File: config.mk
export PLATFORM = sky130hd
export DESIGN_NAME = flash_erase_range_sequencer_flat
export DESIGN_NICKNAME = d
export VERILOG_FILES = /design/src/fers_pkg.sv /design/src/fers_if.sv /design/src/fers_core.sv /design/src/fers_result_queue.sv /design/src/flash_erase_range_sequencer.sv /design/src/flat_wrapper.sv
export SDC_FILE = /design/constraint.sdc
export NUM_CORES = 1
export LEC_CHECK = 0
export ABC_AREA = 1
export BUFFER_PORTS_ARGS = -buffer_cell sky130_fd_sc_hd__clkbuf_2
export CAP_MARGIN = 40
export CORE_MARGIN = 1
export CORE_UTILIZATION = 65
export DETAILED_ROUTE_END_ITERATION = 6
export GPL_ROUTABILITY_DRIVEN = 0
export PLACE_DENSITY = 0.87
export SLEW_MARGIN = 20
export SYNTH_ARGS = -nofsm -noshare
export SYNTH_HDL_FRONTEND = slang
export SYNTH_SLANG_ARGS = --single-unit
File: constraint.sdc
create_clock -name i_clk -period 11.05 [get_ports i_clk]
set_input_delay 1.6575 -clock i_clk [delete_from_list [all_inputs] [get_ports i_clk]]
set_output_delay 1.6575 -clock i_clk [all_outputs]
set_load 0.02 [all_outputs]
File: src/fers_pkg.sv
// Shared types, codes and constants of the flash range erase sequencer.
// No dependencies; the other files of the block, all but the assertion macros, refer to it by scoped names.
package fers_pkg;

    localparam int unsigned FLASH_BYTES_DEFAULT = 8388608;

    localparam int unsigned ADDR_W    = 24;
    localparam int unsigned END_W     = 25;
    localparam int unsigned MS_W      = 16;
    localparam int unsigned CFG_IDX_W = 4;

    localparam int unsigned QUEUE_DEPTH = 4;
    localparam int unsigned QUEUE_PTR_W = 2;
    localparam int unsigned QUEUE_CNT_W = 3;
    localparam int unsigned MAX_RESULTS = 3;

    typedef enum logic [1:0] {
        OP_REQUEST = 2'd0,
        OP_STATUS  = 2'd1,
        OP_TICK    = 2'd2
    } t_opcode;

    typedef enum logic [1:0] {
        PH_IDLE  = 2'd0,
        PH_READY = 2'd1,
        PH_ERASE = 2'd2
    } t_phase;

    typedef enum logic [2:0] {
        ACT_STATUS  = 3'd0,
        ACT_WREN    = 3'd1,
        ACT_ERASE   = 3'd2,
        ACT_DONE    = 3'd3,
        ACT_BAD     = 3'd4,
        ACT_TIMEOUT = 3'd5
    } t_action;

    localparam logic [CFG_IDX_W-1:0] CFG_READY_LIMIT = 4'd0;
    localparam logic [CFG_IDX_W-1:0] CFG_ERASE_LIMIT = 4'd1;

    localparam logic [MS_W-1:0] READY_LIMIT_RESET = 16'd1000;
    localparam logic [MS_W-1:0] ERASE_LIMIT_RESET = 16'd5000;
    localparam logic [MS_W-1:0] ELAPSED_MAX       = 16'hFFFF;

    localparam logic [7:0] CMD_SECTOR = 8'h20;
    localparam logic [7:0] CMD_BLOCK  = 8'hD8;
    localparam logic [7:0] CMD_WREN   = 8'h06;
    localparam logic [7:0] CMD_RDSR   = 8'h05;

    localparam logic [END_W-1:0] BLOCK_SIZE  = 25'h10000;
    localparam logic [END_W-1:0] SECTOR_SIZE = 25'h01000;
    localparam logic [END_W-1:0] SECTOR_MASK = 25'h00FFF;

    typedef struct packed {
        t_action             action;
        logic [7:0]          command_byte;
        logic [ADDR_W-1:0]   flash_address;
        logic                last;
    } t_result;

    // Results produced by one accepted item, in delivery order.
    typedef struct packed {
        logic [1:0]  count;
        t_result [MAX_RESULTS-1:0] res;
    } t_push;

    function automatic t_result mk_result(t_action act, logic [7:0] cmd,
                                          logic [ADDR_W-1:0] addr, logic fin);
        t_result r;
        r.action        = act;
        r.command_byte  = cmd;
        r.flash_address = addr;
        r.last          = fin;
        return r;
    endfunction

endpackage

File: src/fers_if.sv
// Handshake channel interfaces of the flash range erase sequencer.
// Depends on fers_pkg for field widths.
interface fers_in_if;
    logic                          valid;
    logic                          ready;
    logic [1:0]                    opcode;
    logic [fers_pkg::ADDR_W-1:0]   start_address;
    logic [fers_pkg::ADDR_W-1:0]   byte_count;
    logic [7:0]                    status_byte;

    modport source (output valid, opcode, start_address, byte_count, status_byte,
                    input ready);
    modport sink (input valid, opcode, start_address, byte_count, status_byte,
                  output ready);
endinterface

interface fers_out_if;
    logic                          valid;
    logic                          ready;
    logic [2:0]                    action;
    logic [7:0]                    command_byte;
    logic [fers_pkg::ADDR_W-1:0]   flash_address;
    logic                          last;

    modport source (output valid, action, command_byte, flash_address, last,
                    input ready);
    modport sink (input valid, action, command_byte, flash_address, last,
                  output ready);
endinterface

interface fers_cfg_if;
    logic                            valid;
    logic                            ready;
    logic [fers_pkg::CFG_IDX_W-1:0]  index;
    logic [fers_pkg::MS_W-1:0]       data;

    modport source (output valid, index, data, input ready);
    modport sink (input valid, index, data, output ready);
endinterface

File: src/fers_core.sv
// Sequencer state, wait limits and the per-item decision logic.
// Depends on fers_pkg; hands its results to the result queue as a t_push.
module fers_core #(
    parameter int unsigned FLASH_BYTES = fers_pkg::FLASH_BYTES_DEFAULT
) (
    input  logic                            i_clk,
    input  logic                            i_rst_n,
    input  logic                            i_accept,
    input  logic [1:0]                      i_opcode,
    input  logic [fers_pkg::ADDR_W-1:0]     i_start_address,
    input  logic [fers_pkg::ADDR_W-1:0]     i_byte_count,
    input  logic [7:0]                      i_status_byte,
    input  logic                            i_cfg_write,
    input  logic [fers_pkg::CFG_IDX_W-1:0]  i_cfg_index,
    input  logic [fers_pkg::MS_W-1:0]       i_cfg_data,
    output fers_pkg::t_push                 o_push
);

    localparam logic [fers_pkg::END_W-1:0] FLASH_LIMIT = fers_pkg::END_W'(FLASH_BYTES);

    fers_pkg::t_phase               r_phase, n_phase;
    logic [fers_pkg::ADDR_W-1:0]    r_cursor, n_cursor;
    logic [fers_pkg::END_W-1:0]     r_end, n_end;
    logic [fers_pkg::MS_W-1:0]      r_elapsed, n_elapsed;
    logic [fers_pkg::MS_W-1:0]      r_ready_limit, r_erase_limit;

    logic                           active;
    logic [fers_pkg::END_W-1:0]     req_sum;
    logic [fers_pkg::END_W-1:0]     remain;
    logic                           use_block;
    logic [fers_pkg::END_W-1:0]     step;
    logic [fers_pkg::MS_W-1:0]      limit;
    logic [7:0]                     erase_cmd;

    assign active    = (r_phase == fers_pkg::PH_READY) || (r_phase == fers_pkg::PH_ERASE);
    assign req_sum   = {1'b0, i_start_address} + {1'b0, i_byte_count};
    // The cursor never passes the end while an operation runs, so this cannot wrap.
    assign remain    = r_end - {1'b0, r_cursor};
    assign use_block = (r_cursor[15:0] == 16'd0) && (remain >= fers_pkg::BLOCK_SIZE);
    assign step      = use_block ? fers_pkg::BLOCK_SIZE : fers_pkg::SECTOR_SIZE;
    assign erase_cmd = use_block ? fers_pkg::CMD_BLOCK : fers_pkg::CMD_SECTOR;
    assign limit     = (r_phase == fers_pkg::PH_READY) ? r_ready_limit : r_erase_limit;

    always_comb begin
        n_phase   = r_phase;
        n_cursor  = r_cursor;
        n_end     = r_end;
        n_elapsed = r_elapsed;
        o_push    = '0;
        if (i_accept) begin
            case (i_opcode)
                fers_pkg::OP_REQUEST: begin
                    o_push.count = 2'd1;
                    if (active || (i_byte_count == '0) || (req_sum > FLASH_LIMIT)) begin
                        o_push.res[0] = fers_pkg::mk_result(fers_pkg::ACT_BAD, 8'h00,
                                                            '0, 1'b1);
                    end else begin
                        n_end     = (req_sum + fers_pkg::SECTOR_MASK) & ~fers_pkg::SECTOR_MASK;
                        n_cursor  = i_start_address & ~fers_pkg::SECTOR_MASK[23:0];
                        n_elapsed = '0;
                        n_phase   = fers_pkg::PH_READY;
                        o_push.res[0] = fers_pkg::mk_result(fers_pkg::ACT_STATUS,
                                                            fers_pkg::CMD_RDSR, '0, 1'b1);
                    end
                end
                fers_pkg::OP_TICK: begin
                    if (active && (r_elapsed != fers_pkg::ELAPSED_MAX)) begin
                        n_elapsed = r_elapsed + 16'd1;
                    end
                end
                fers_pkg::OP_STATUS: begin
                    if (active) begin
                        o_push.count = 2'd1;
                        if (i_status_byte[0]) begin
                            if (r_elapsed >= limit) begin
                                n_phase = fers_pkg::PH_IDLE;
                                o_push.res[0] = fers_pkg::mk_result(fers_pkg::ACT_TIMEOUT,
                                                                    8'h00, '0, 1'b1);
                            end else begin
                                o_push.res[0] = fers_pkg::mk_result(fers_pkg::ACT_STATUS,
                                                                    fers_pkg::CMD_RDSR, '0, 1'b1);
                            end
                        end else if (r_phase == fers_pkg::PH_READY) begin
                            o_push.count  = 2'd3;
                            o_push.res[0] = fers_pkg::mk_result(fers_pkg::ACT_WREN,
                                                                fers_pkg::CMD_WREN, '0, 1'b0);
                            o_push.res[1] = fers_pkg::mk_result(fers_pkg::ACT_ERASE,
                                                                erase_cmd, r_cursor, 1'b0);
                            o_push.res[2] = fers_pkg::mk_result(fers_pkg::ACT_STATUS,
                                                                fers_pkg::CMD_RDSR, '0, 1'b1);
                            n_elapsed = '0;
                            n_phase   = fers_pkg::PH_ERASE;
                        end else if (remain <= step) begin
                            n_phase = fers_pkg::PH_IDLE;
                            o_push.res[0] = fers_pkg::mk_result(fers_pkg::ACT_DONE,
                                                                8'h00, '0, 1'b1);
                        end else begin
                            n_cursor  = r_cursor + step[fers_pkg::ADDR_W-1:0];
                            n_elapsed = '0;
                            n_phase   = fers_pkg::PH_READY;
                            o_push.res[0] = fers_pkg::mk_result(fers_pkg::ACT_STATUS,
                                                                fers_pkg::CMD_RDSR, '0, 1'b1);
                        end
                    end
                end
                default: begin
                end
            endcase
        end
    end

    always_ff @(posedge i_clk) begin
        if (!i_rst_n) begin
            r_phase       <= fers_pkg::PH_IDLE;
            r_cursor      <= '0;
            r_end         <= '0;
            r_elapsed     <= '0;
            r_ready_limit <= fers_pkg::READY_LIMIT_RESET;
            r_erase_limit <= fers_pkg::ERASE_LIMIT_RESET;
        end else begin
            r_phase   <= n_phase;
            r_cursor  <= n_cursor;
            r_end     <= n_end;
            r_elapsed <= n_elapsed;
            if (i_cfg_write && (i_cfg_index == fers_pkg::CFG_READY_LIMIT)) begin
                r_ready_limit <= i_cfg_data;
            end
            if (i_cfg_write && (i_cfg_index == fers_pkg::CFG_ERASE_LIMIT)) begin
                r_erase_limit <= i_cfg_data;
            end
        end
    end

endmodule

File: src/fers_result_queue.sv
// Four-entry result queue: takes up to three results per cycle, delivers one when the receiver takes it.
// Depends on fers_pkg for the result and push types.
module fers_result_queue (
    input  logic             i_clk,
    input  logic             i_rst_n,
    input  fers_pkg::t_push  i_push,
    input  logic             i_pop,
    output logic             o_space,
    output logic             o_valid,
    output fers_pkg::t_result o_head
);

    fers_pkg::t_result                   r_mem [fers_pkg::QUEUE_DEPTH];
    logic [fers_pkg::QUEUE_PTR_W-1:0]    r_wr_ptr, n_wr_ptr;
    logic [fers_pkg::QUEUE_PTR_W-1:0]    r_rd_ptr, n_rd_ptr;
    logic [fers_pkg::QUEUE_CNT_W-1:0]    r_count, n_count;
    logic                                pop;

    // Room for a full three-result item must be there before an item is taken.
    assign o_space = (r_count <= fers_pkg::QUEUE_CNT_W'(fers_pkg::QUEUE_DEPTH
                                                       - fers_pkg::MAX_RESULTS));
    assign o_valid = (r_count != '0);
    assign o_head  = r_mem[r_rd_ptr];
    assign pop     = i_pop && o_valid;

    always_comb begin
        n_wr_ptr = r_wr_ptr + fers_pkg::QUEUE_PTR_W'(i_push.count);
        n_rd_ptr = r_rd_ptr + fers_pkg::QUEUE_PTR_W'(pop);
        n_count  = r_count + fers_pkg::QUEUE_CNT_W'(i_push.count)
                 - fers_pkg::QUEUE_CNT_W'(pop);
    end

    always_ff @(posedge i_clk) begin
        for (int k = 0; k < fers_pkg::MAX_RESULTS; k++) begin
            if (k < int'(i_push.count)) begin
                r_mem[r_wr_ptr + fers_pkg::QUEUE_PTR_W'(k)] <= i_push.res[k];
            end
        end
    end

    always_ff @(posedge i_clk) begin
        if (!i_rst_n) begin
            r_wr_ptr <= '0;
            r_rd_ptr <= '0;
            r_count  <= '0;
        end else begin
            r_wr_ptr <= n_wr_ptr;
            r_rd_ptr <= n_rd_ptr;
            r_count  <= n_count;
        end
    end

endmodule

File: src/flash_erase_range_sequencer.sv
// Range erase sequencer for a serial NOR flash: top level.
// Depends on fers_pkg, fers_if, fers_core and fers_result_queue.
//
// Channels: i_in carries events (erase request, status byte reply, millisecond
// tick); o_out carries the serial actions to perform (read status, write enable,
// erase with command and address, done, bad request, timeout), with last set on
// the final action caused by one event; i_cfg writes the two wait limits and is
// always ready.
// An event is decided in the cycle it is accepted and its actions are queued;
// with no earlier action waiting, the first is offered on o_out from the next
// cycle, and further ones follow while the receiver takes them.
// Throughput: one event per cycle when each gives at most one action and the
// receiver takes every action. A status reply that starts an erase gives three
// actions. The four-entry result queue sets the limit: i_in.ready stays high
// while at most one action is waiting.
// Reset: i_rst_n is synchronous; it empties the queue, returns the sequencer to
// idle and loads the default limits of 1000 ms and 5000 ms.
// When the receiver stalls, actions wait in the queue and i_in.ready drops once
// two or more are pending; nothing is lost or dropped.
module flash_erase_range_sequencer #(
    parameter int unsigned FLASH_BYTES = fers_pkg::FLASH_BYTES_DEFAULT
) (
    input  logic          i_clk,
    input  logic          i_rst_n,
    fers_in_if.sink       i_in,
    fers_out_if.source    o_out,
    fers_cfg_if.sink      i_cfg
);

    fers_pkg::t_push    push;
    fers_pkg::t_result  head;
    logic               space;
    logic               head_valid;
    logic               in_accept;

    assign i_in.ready  = space;
    assign in_accept   = i_in.valid && space;
    assign i_cfg.ready = 1'b1;

    fers_core #(
        .FLASH_BYTES (FLASH_BYTES)
    ) u_core (
        .i_clk           (i_clk),
        .i_rst_n         (i_rst_n),
        .i_accept        (in_accept),
        .i_opcode        (i_in.opcode),
        .i_start_address (i_in.start_address),
        .i_byte_count    (i_in.byte_count),
        .i_status_byte   (i_in.status_byte),
        .i_cfg_write     (i_cfg.valid),
        .i_cfg_index     (i_cfg.index),
        .i_cfg_data      (i_cfg.data),
        .o_push          (push)
    );

    fers_result_queue u_queue (
        .i_clk   (i_clk),
        .i_rst_n (i_rst_n),
        .i_push  (push),
        .i_pop   (o_out.ready),
        .o_space (space),
        .o_valid (head_valid),
        .o_head  (head)
    );

    assign o_out.valid         = head_valid;
    assign o_out.action        = head.action;
    assign o_out.command_byte  = head.command_byte;
    assign o_out.flash_address = head.flash_address;
    assign o_out.last          = head.last;

endmodule

File: src/flat_wrapper.sv
// flat-port wrapper written by rule: the top's interface ports become plain ports
module flash_erase_range_sequencer_flat 
#(
    parameter int unsigned FLASH_BYTES = fers_pkg::FLASH_BYTES_DEFAULT
)
  (i_clk, i_rst_n, i_in_valid, i_in_opcode, i_in_start_address, i_in_byte_count, i_in_status_byte, i_in_ready, o_out_valid, o_out_action, o_out_command_byte, o_out_flash_address, o_out_last, o_out_ready, i_cfg_valid, i_cfg_index, i_cfg_data, i_cfg_ready);
  fers_in_if i_in_i ();
  fers_out_if o_out_i ();
  fers_cfg_if i_cfg_i ();
  input  logic i_clk;
  input  logic i_rst_n;
  input wire logic [$bits(i_in_i.valid)-1:0] i_in_valid;
  input wire logic [$bits(i_in_i.opcode)-1:0] i_in_opcode;
  input wire logic [$bits(i_in_i.start_address)-1:0] i_in_start_address;
  input wire logic [$bits(i_in_i.byte_count)-1:0] i_in_byte_count;
  input wire logic [$bits(i_in_i.status_byte)-1:0] i_in_status_byte;
  output wire logic [$bits(i_in_i.ready)-1:0] i_in_ready;
  output wire logic [$bits(o_out_i.valid)-1:0] o_out_valid;
  output wire logic [$bits(o_out_i.action)-1:0] o_out_action;
  output wire logic [$bits(o_out_i.command_byte)-1:0] o_out_command_byte;
  output wire logic [$bits(o_out_i.flash_address)-1:0] o_out_flash_address;
  output wire logic [$bits(o_out_i.last)-1:0] o_out_last;
  input wire logic [$bits(o_out_i.ready)-1:0] o_out_ready;
  input wire logic [$bits(i_cfg_i.valid)-1:0] i_cfg_valid;
  input wire logic [$bits(i_cfg_i.index)-1:0] i_cfg_index;
  input wire logic [$bits(i_cfg_i.data)-1:0] i_cfg_data;
  output wire logic [$bits(i_cfg_i.ready)-1:0] i_cfg_ready;
  assign i_in_i.valid = i_in_valid;
  assign i_in_i.opcode = i_in_opcode;
  assign i_in_i.start_address = i_in_start_address;
  assign i_in_i.byte_count = i_in_byte_count;
  assign i_in_i.status_byte = i_in_status_byte;
  assign i_in_ready = i_in_i.ready;
  assign o_out_valid = o_out_i.valid;
  assign o_out_action = o_out_i.action;
  assign o_out_command_byte = o_out_i.command_byte;
  assign o_out_flash_address = o_out_i.flash_address;
  assign o_out_last = o_out_i.last;
  assign o_out_i.ready = o_out_ready;
  assign i_cfg_i.valid = i_cfg_valid;
  assign i_cfg_i.index = i_cfg_index;
  assign i_cfg_i.data = i_cfg_data;
  assign i_cfg_ready = i_cfg_i.ready;
  flash_erase_range_sequencer #(.FLASH_BYTES(FLASH_BYTES)) u_core (.i_clk(i_clk), .i_rst_n(i_rst_n), .i_in(i_in_i), .o_out(o_out_i), .i_cfg(i_cfg_i));
endmodule
==> flow_results.xml, run 1 <==
<?xml version="1.0" encoding="UTF-8"?>
<metrics>
  <group name="logic_synthesis">
    <metric name="netlist_instances" unit="">1684</metric>
    <metric name="synth_seq_cells" unit="">170</metric>
    <metric name="synth_cell_types" unit="">56</metric>
    <metric name="synth_fp_nets" unit="">1836</metric>
    <metric name="mappedNetlistArea" unit="um^2">11100</metric>
    <metric name="yosys_most_used_dff" unit="">dfxtp_1</metric>
    <metric name="async_flop_share" unit="">0</metric>
    <metric name="count_of_yosys_warnings_during_synthesis" unit="">0</metric>
    <metric name="syn_avg_cell_area" unit="um^2">6.59</metric>
    <metric name="synth_seq_area_share" unit="">0.317</metric>
    <metric name="synth-edff-count" unit="">12</metric>
  </group>
  <group name="min_path">
    <metric name="holdPathStages" unit="">2</metric>
    <metric name="hold_path.class" unit="">reg2reg</metric>
    <metric name="endpoint_of_the_worst_hold_timing_path" unit="">u_core.u_queue.r_mem[2][12]</metric>
    <metric name="timing.hold.worst.start" unit="">u_core.u_queue.r_mem[2][12]</metric>
  </group>
  <group name="sta">
    <metric name="hold_slack" unit="ns">0.433</metric>
    <metric name="worst_clock_skew" unit="ns">0.0103</metric>
    <metric name="final.period_utilization" unit="">0.467</metric>
    <metric name="maxClockFrequency" unit="MHz">194</metric>
    <metric name="report.final.setup_viol" unit="">0</metric>
    <metric name="rsz_0062_raised_after_global_routing" unit="">false</metric>
    <metric name="timing.setup.tns" unit="ns">0</metric>
    <metric name="hold_viol" unit="">0</metric>
    <metric name="slew-limit-headroom" unit="">0.388</metric>
    <metric name="timing_worst_slew_pin_value" unit="ns">0.911</metric>
    <metric name="final_critical_period" unit="ns">5.16</metric>
    <metric name="drv_slew" unit="">0</metric>
  </group>
  <group name="setup_path">
    <metric name="worst-endpoint-arrival" unit="ns">5.48</metric>
    <metric name="critical_path_buf_inv_count" unit="">9</metric>
    <metric name="worst_setup_path_end_kind" unit="">flop</metric>
    <metric name="crit_slowest_cell" unit="">nor2_1</metric>
    <metric name="reg2reg_setup_slack" unit="ns">6.12</metric>
    <metric name="r2r_end" unit="">u_core.u_core.r_cursor[23]</metric>
    <metric name="ff2ff_path_depth" unit="">25</metric>
    <metric name="startpoint_type_of_the_worst_setup_path" unit="">primary input</metric>
    <metric name="path_delay_family" unit="">simple AND/OR/NAND/NOR gates</metric>
    <metric name="crit_path_max_fanout" unit="">22</metric>
    <metric name="crit_path_frequent_cell" unit="">inv_1</metric>
    <metric name="critical_path.max_stage_delay" unit="ns">0.65</metric>
    <metric name="rr_startpoint" unit="">u_core.u_core.r_cursor[17]</metric>
    <metric name="critical_path.cell_chain" unit="">clkbuf_2 -&gt; inv_1 -&gt; nor2_1 -&gt; inv_1 -&gt; nor2_1 -&gt; inv_1 -&gt; nor2_2 -&gt; inv_1 -&gt; nor2_4 -&gt; inv_2 -&gt; nor2_1 -&gt; inv_1 -&gt; nand2_1 -&gt; nor2_1 -&gt; buf_4 -&gt; a21oi_1 -&gt; inv_1</metric>
    <metric name="critPathKind" unit="">in2reg</metric>
    <metric name="worstPathRequired" unit="ns">11.37</metric>
  </group>
  <group name="placement">
    <metric name="buffer_ports.inserted" unit="">113</metric>
    <metric name="post-place-cells" unit="">1957</metric>
    <metric name="detailedPlacementHpwl" unit="um">20700</metric>
  </group>
  <group name="global_routing">
    <metric name="grt_first_pass_wirelength" unit="um">48500</metric>
    <metric name="antenna_found_initial" unit="">0</metric>
    <metric name="grt_pass1_vias" unit="">10500</metric>
    <metric name="globalRouteMet2Util" unit="">0.600</metric>
    <metric name="grt_max_degree" unit="">58</metric>
    <metric name="met3_usage" unit="">0.0567</metric>
    <metric name="global_route.peak_usage_layer" unit="">met2</metric>
    <metric name="gr-usage-all-layers" unit="">0.337</metric>
    <metric name="grt_overflow_total" unit="">0</metric>
    <metric name="grt_util_met1" unit="">0.402</metric>
  </group>
  <group name="floorplan">
    <metric name="fp.dieH" unit="um">133</metric>
    <metric name="placeableCoreArea" unit="um^2">16600</metric>
    <metric name="dieArea" unit="um^2">17600</metric>
    <metric name="io_pins" unit="">122</metric>
    <metric name="die_w" unit="um">133</metric>
    <metric name="start_util" unit="">0.667</metric>
    <metric name="floorplan.rows" unit="">47</metric>
  </group>
  <group name="pwr">
    <metric name="p_total" unit="mW">2.09</metric>
    <metric name="static-leakage-power" unit="nW">5.92</metric>
    <metric name="max-vdd-ir-drop" unit="mV">0.184</metric>
    <metric name="power.density_cell_area" unit="nW/um^2">171</metric>
  </group>
  <group name="route">
    <metric name="drt_pre_antenna_iters" unit="">6</metric>
    <metric name="drt-initial-drc-count" unit="">1116</metric>
    <metric name="vias_per_cell" unit="">5.73</metric>
    <metric name="via_count" unit="">11400</metric>
    <metric name="final_routed_wirelength" unit="um">29100</metric>
    <metric name="post-route-drc-count" unit="">0</metric>
    <metric name="antenna_left" unit="">0</metric>
    <metric name="drt-wirelength-per-cell" unit="um">14.6</metric>
  </group>
  <group name="clock_network">
    <metric name="numClockSinks" unit="">170</metric>
    <metric name="cts_max_path_buffers" unit="">2</metric>
    <metric name="cts_made_buffers" unit="">17</metric>
    <metric name="cts_repair_resizes" unit="">0</metric>
    <metric name="clock_tree.root_cell" unit="">clkbuf_16</metric>
    <metric name="clock_latency" unit="ns">0.44</metric>
    <metric name="post-cts-setup-buffers" unit="">0</metric>
    <metric name="tritoncts" unit="">done</metric>
    <metric name="ctsHoldBuffers" unit="">0</metric>
    <metric name="clock_tree.htree_level_count" unit="">4</metric>
    <metric name="clk_transition_reported_paths" unit="ns">0.07</metric>
  </group>
  <group name="status">
    <metric name="status" unit="">finished clean</metric>
  </group>
  <group name="finish">
    <metric name="filler_cell_count" unit="">1366</metric>
    <metric name="mostFrequentLayoutCells" unit="">nand2_1 (410), inv_1 (206), nor2_1 (194)</metric>
    <metric name="layout.core_utilization" unit="">0.736</metric>
    <metric name="num-nets-final" unit="">1909</metric>
    <metric name="antenna_cells_inserted" unit="">0</metric>
    <metric name="final_cells" unit="">1990</metric>
    <metric name="layout-area-overhead-vs-synth" unit="%">10.3</metric>
    <metric name="drive_above_1_share" unit="">0.117</metric>
    <metric name="mostFrequentLayoutCell" unit="">nand2_1</metric>
  </group>
  <group name="flow_run">
    <metric name="drv_cap" unit="">0</metric>
  </group>
</metrics>
==> sequential cells by signal (all words and copies together), names as in the netlist <==
signal,count
u_core.u_queue.r_count,3
u_core.u_core.r_phase,2
u_core.u_core.r_cursor,12
u_core.u_core.r_elapsed,16
u_core.u_core.r_end,13
u_core.u_queue.r_wr_ptr,2
u_core.u_core.r_erase_limit,16
u_core.u_queue.r_mem,88
u_core.u_core.r_ready_limit,16
u_core.u_queue.r_rd_ptr,2
==> kinds of logic (layout without fill, tap and decap cells) <==
group                    Yosys count  count (layout)  share of synthesized area
AND/OR/NAND/NOR                  810             810                      0.317
AO/OA/AOI/OAI                    308             308                      0.150
buffers and inverters            292             378                      0.108
flip-flops                       170             170                      0.317
adder cells (fa/ha/maj)           69              69                     0.0791
XOR/XNOR                          28              28                     0.0221
multiplexers                       6               6                    0.00541
other                              1               1                   0.000338
==> synth_stat cells, types with 18 or more instances <==
library cell  count  share of area
nand3_1          85          0.038
o21ai_0         139          0.063
nor3_1           19         0.0086
a21oi_1          93          0.042
o22ai_1          44          0.025
clkbuf_1         39          0.013
nand2_1         410           0.14
dfxtp_1         158           0.28
ha_1             67          0.076
xor2_1           18          0.014
inv_1           206          0.070
buf_4            18          0.012
nor2_1          194          0.066
nand4_1          36          0.020
==> stage by stage <==
stage          setup WS (ns)  instance area, um^2
6_report                5.89                12200
5_1_grt                 5.57                12200
4_1_cts                 6.02                12200
3_5_place_dp            5.58                11700
3_3_place_gp            5.67                11600
2_1_floorplan           7.06                11100
==> tightest hold or removal path, stage by stage, from the launching register on <==
cell     delay (ns)
dfxtp_1        0.31
inv_1          0.05
nor2_1         0.03
==> metal layers <==
metal | vias up | part of all wire
met1 | 5194 | 0.42
met2 | 469 | 0.49
met5 | - | 0
li1 | 5661 | -
met3 | 84 | 0.066
met4 | 0 | 0.032
==> final cells by class <==
type,count,area [um^2],share of cell area
repair buffers,123,668,0.0546
inverters,223,838,0.0685
clock buffers,20,447,0.0365
well taps,220,275,0.0225
flip-flops and latches,170,3520,0.288
multi-input cells,1222,6370,0.521
clock inverters,12,116,0.00951
==> worst max-delay path by stage <==
stage	from	endpoint	slack, ns	depth (start not counted)
detailed placement	i_in_opcode[0]	u_core.u_queue.r_mem[3][33]	5.58	16
global route	i_in_opcode[0]	u_core.u_queue.r_mem[3][26]	5.57	17
global placement	i_in_opcode[0]	u_core.u_queue.r_mem[3][33]	5.67	16
floorplan	i_in_byte_count[0]	u_core.u_core.r_elapsed[6]	7.06	22
finish	i_in_opcode[0]	u_core.u_queue.r_mem[3][26]	5.89	17
CTS	i_in_opcode[0]	u_core.u_queue.r_mem[3][26]	6.02	17
==> where the power goes <==
group	internal, mW	leakage [nW]	switching [mW]
clock network	0.320	0.274	0.259
registers	0.662	1.40	0.0244
logic	0.264	4.25	0.559
No activity file was read; power rests on OpenSTA's default activity.
==> inputs of run 2 (changes only) <==
--- a/config.mk
+++ b/config.mk
@@ -5,14 +5,14 @@
 export SDC_FILE = /design/constraint.sdc
 export NUM_CORES = 1
 export LEC_CHECK = 0
-export ABC_AREA = 1
+export ABC_AREA = 0
 export BUFFER_PORTS_ARGS = -buffer_cell sky130_fd_sc_hd__clkbuf_2
 export CAP_MARGIN = 40
 export CORE_MARGIN = 1
-export CORE_UTILIZATION = 65
+export CORE_UTILIZATION = 54
 export DETAILED_ROUTE_END_ITERATION = 6
 export GPL_ROUTABILITY_DRIVEN = 0
-export PLACE_DENSITY = 0.87
+export PLACE_DENSITY = 0.78
 export SLEW_MARGIN = 20
 export SYNTH_ARGS = -nofsm -noshare
 export SYNTH_HDL_FRONTEND = slang
==> constraint.sdc (replaced) <==
create_clock -name i_clk -period 4.3 [get_ports i_clk]
set_input_delay 0.645 -clock i_clk [delete_from_list [all_inputs] [get_ports i_clk]]
set_output_delay 0.645 -clock i_clk [all_outputs]
set_load 0.02 [all_outputs]
==> flow_results.xml, run 2 <==
<?xml version="1.0" encoding="UTF-8"?>
<metrics>
  <group name="logic_synthesis">
    <metric name="synth_fp_nets" unit="">1419</metric>
    <metric name="netlist_instances" unit="">1267</metric>
    <metric name="yosys_most_used_dff" unit="">dfxtp_1</metric>
    <metric name="post-synth-top-area-fraction" unit="">0.300</metric>
    <metric name="async_flop_share" unit="">0</metric>
    <metric name="synth-edff-count" unit="">12</metric>
    <metric name="synth_area_leader_cell" unit="">dfxtp_1</metric>
    <metric name="yosysMostFrequentCell" unit="">nand2_1</metric>
    <metric name="post_synth_main_area_contributors" unit="">dfxtp_1 (30%), ha_1 (7.9%), nand2_1 (6.7%)</metric>
    <metric name="count_of_yosys_warnings_during_synthesis" unit="">0</metric>
    <metric name="syn_avg_cell_area" unit="um^2">8.32</metric>
    <metric name="synth_seq_cells" unit="">170</metric>
    <metric name="mappedNetlistArea" unit="um^2">10500</metric>
    <metric name="synth_seq_area_share" unit="">0.334</metric>
    <metric name="synth_cell_types" unit="">83</metric>
    <metric name="synthTopCellsByCount" unit="">nand2_1 (188), dfxtp_1 (158), o21ai_0 (110)</metric>
  </group>
  <group name="sta">
    <metric name="timing_worst_slew_pin_value" unit="ns">0.769</metric>
    <metric name="worst_clock_skew" unit="ns">0.0101</metric>
    <metric name="hold_viol" unit="">0</metric>
    <metric name="drv_slew" unit="">0</metric>
    <metric name="slew-limit-headroom" unit="">0.487</metric>
    <metric name="report.final.setup_viol" unit="">0</metric>
    <metric name="maxClockFrequency" unit="MHz">239</metric>
    <metric name="final_critical_period" unit="ns">4.19</metric>
    <metric name="final.period_utilization" unit="">0.974</metric>
    <metric name="rsz_0062_raised_after_global_routing" unit="">true</metric>
    <metric name="timing.setup.tns" unit="ns">0</metric>
  </group>
  <group name="floorplan">
    <metric name="die_w" unit="um">142</metric>
    <metric name="fp.dieH" unit="um">142</metric>
    <metric name="dieArea" unit="um^2">20100</metric>
    <metric name="placeableCoreArea" unit="um^2">18900</metric>
    <metric name="io_pins" unit="">122</metric>
    <metric name="floorplan.rows" unit="">50</metric>
    <metric name="start_util" unit="">0.558</metric>
  </group>
  <group name="finish">
    <metric name="mostFrequentLayoutCell" unit="">nand2_1</metric>
    <metric name="layout-area-overhead-vs-synth" unit="%">21.8</metric>
    <metric name="drive_above_1_share" unit="">0.243</metric>
    <metric name="antenna_cells_inserted" unit="">0</metric>
    <metric name="mostFrequentLayoutCells" unit="">nand2_1 (186), dfxtp_1 (147), clkbuf_2 (113)</metric>
    <metric name="filler_cell_count" unit="">1543</metric>
    <metric name="num-nets-final" unit="">1572</metric>
    <metric name="post-route-cell-area" unit="um^2">12800</metric>
    <metric name="largest_register_ffs" unit="">88</metric>
    <metric name="layout.core_utilization" unit="">0.680</metric>
    <metric name="max_flop_register" unit="">u_core.u_queue.r_mem</metric>
  </group>
  <group name="pwr">
    <metric name="power.density_cell_area" unit="nW/um^2">403</metric>
    <metric name="p_total" unit="mW">5.17</metric>
    <metric name="max-vdd-ir-drop" unit="mV">0.275</metric>
    <metric name="static-leakage-power" unit="nW">5.12</metric>
  </group>
  <group name="placement">
    <metric name="buffer_ports.inserted" unit="">113</metric>
    <metric name="detailedPlacementHpwl" unit="um">20400</metric>
    <metric name="postPlaceCellArea" unit="um^2">11800</metric>
  </group>
  <group name="clock_network">
    <metric name="clock_tree.root_cell" unit="">clkbuf_16</metric>
    <metric name="ctsHoldBuffers" unit="">0</metric>
    <metric name="tritoncts" unit="">done</metric>
    <metric name="clk_transition_reported_paths" unit="ns">0.07</metric>
    <metric name="numClockSinks" unit="">170</metric>
    <metric name="cts_made_buffers" unit="">17</metric>
    <metric name="cts_max_path_buffers" unit="">2</metric>
    <metric name="clock_tree.htree_level_count" unit="">4</metric>
    <metric name="clock_latency" unit="ns">0.43</metric>
  </group>
  <group name="route">
    <metric name="final_routed_wirelength" unit="um">28900</metric>
    <metric name="drt_pre_antenna_iters" unit="">5</metric>
    <metric name="antenna_left" unit="">0</metric>
    <metric name="via_count" unit="">10100</metric>
    <metric name="drt-wirelength-per-cell" unit="um">17.1</metric>
    <metric name="post-route-drc-count" unit="">0</metric>
    <metric name="drt-initial-drc-count" unit="">727</metric>
    <metric name="vias_per_cell" unit="">5.97</metric>
  </group>
  <group name="global_routing">
    <metric name="grt_overflow_total" unit="">0</metric>
    <metric name="grt_first_pass_wirelength" unit="um">45900</metric>
    <metric name="gr-usage-all-layers" unit="">0.287</metric>
    <metric name="antenna_found_initial" unit="">0</metric>
    <metric name="grt_max_degree" unit="">27</metric>
    <metric name="grt_pass1_vias" unit="">9524</metric>
  </group>
  <group name="setup_path">
    <metric name="rr_startpoint" unit="">u_core.u_core.r_cursor[16]</metric>
    <metric name="worstPathRequired" unit="ns">4.58</metric>
    <metric name="startpoint_type_of_the_worst_setup_path" unit="">flop</metric>
    <metric name="critPathKind" unit="">reg2reg</metric>
    <metric name="worst-endpoint-arrival" unit="ns">4.47</metric>
    <metric name="worst_setup_path_end_kind" unit="">flop</metric>
    <metric name="crit_path_max_fanout" unit="">4</metric>
    <metric name="timing.critical_path.from" unit="">u_core.u_core.r_cursor[16]</metric>
  </group>
  <group name="flow_run">
    <metric name="drv_cap" unit="">0</metric>
  </group>
  <group name="status">
    <metric name="status" unit="">finished clean</metric>
  </group>
  <group name="min_path">
    <metric name="hold_path.class" unit="">in2reg</metric>
    <metric name="timing.hold.worst.start" unit="">i_cfg_data[3]</metric>
  </group>
</metrics>
## run 2: cell types whose count changed in the layout (fill, tap and decap cells not counted), sizes merged, moves of 33 or more
| cell | previous run | this run |
|---|---|---|
| nand2 | 426 | 188 |
| inv | 223 | 52 |
| nor2 | 205 | 90 |
| buf | 10 | 100 |
| nand3 | 91 | 51 |
| mux2i | 6 | 44 |
| o22ai | 44 | 8 |
| o21ai | 145 | 112 |
## run 2: worst max-delay path: stages, from the launching register on
cell and delay, ns:
dfxtp_2 0.34, inv_2 0.05, ha_4 0.21, and3_4 0.18, and2_4 0.14, a221oi_4 0.29, nor2_1 0.08, o41ai_2 0.37
nand3_1 0.18, o2111a_1 0.29, inv_2 0.13, ha_4 0.22, nand2_2 0.06, o21ai_2 0.06, a31oi_4 0.22, nor3_2 0.05
a311oi_1 0.27, buf_4 0.18, o2bb2ai_4 0.11, o21a_4 0.17, buf_6 0.12, mux2i_2 0.21, o22ai_1 0.10
## run 2: routing by layer
metal  GRT usage  part of all wire
met1       0.364              0.44
met2       0.499              0.49
met3      0.0445             0.059
met4      0.0928             0.016
met5           0                 0
## run 2: per-stage QoR
step	worst slack (ns)	std cells	hold WS [ns]
after floorplan	0.0195	1267	0.419
after global placement	-0.206	1653	0.430
after detailed placement	-0.319	1653	0.441
after CTS	0.00638	1687	0.426
after global routing	-0.122	1692	0.432
final	0.113	1692	0.432
## run 2: where the power goes
part           internal [mW]  total (mW)  switching [mW]
Sequential              1.65        1.69          0.0406
Combinational          0.862        1.81           0.945
Clock                   1.00        1.68           0.672
## run 2: worst paths after layout
check	endpoint	slack [ns]	depth (start not counted)
setup / recovery	u_core.u_core.r_cursor[20]	0.11	22
hold / removal	u_core.u_core.r_ready_limit[3]	0.43	3
setup reg to reg	u_core.u_core.r_cursor[20]	0.11	22
hold reg to reg	u_core.u_queue.r_mem[0][26]	0.45	2
## run 2: area by class of cell
class	instances	area, um^2	area share
multi-input combinational	973	6820	0.531
clock inverter	13	203	0.0158
clock buffer	18	439	0.0342
timing repair buffer	213	1350	0.105
tap	260	325	0.0253
sequential	170	3540	0.275
inverter	45	169	0.0132
## run 2: timing repair
action / 4_1_cts / 5_1_grt
resized for setup: 21 / 57
endpoints found under the hold margin: 0 / 0
setup buffers: 3 / 5
gates cloned: 0 / 0
pin swaps: 15 / 27
endpoints found under the setup margin: 41 / 41
## run 2: logic make-up after synthesis
| family | synth area share |
|---|---|
| other cells | 0.000356 |
| mux | 0.0930 |
| fa+ha+maj | 0.0833 |
| compound gates | 0.199 |
| simple gates | 0.210 |
| buf+inv | 0.0517 |
| flops | 0.334 |
| xor+xnor | 0.0282 |
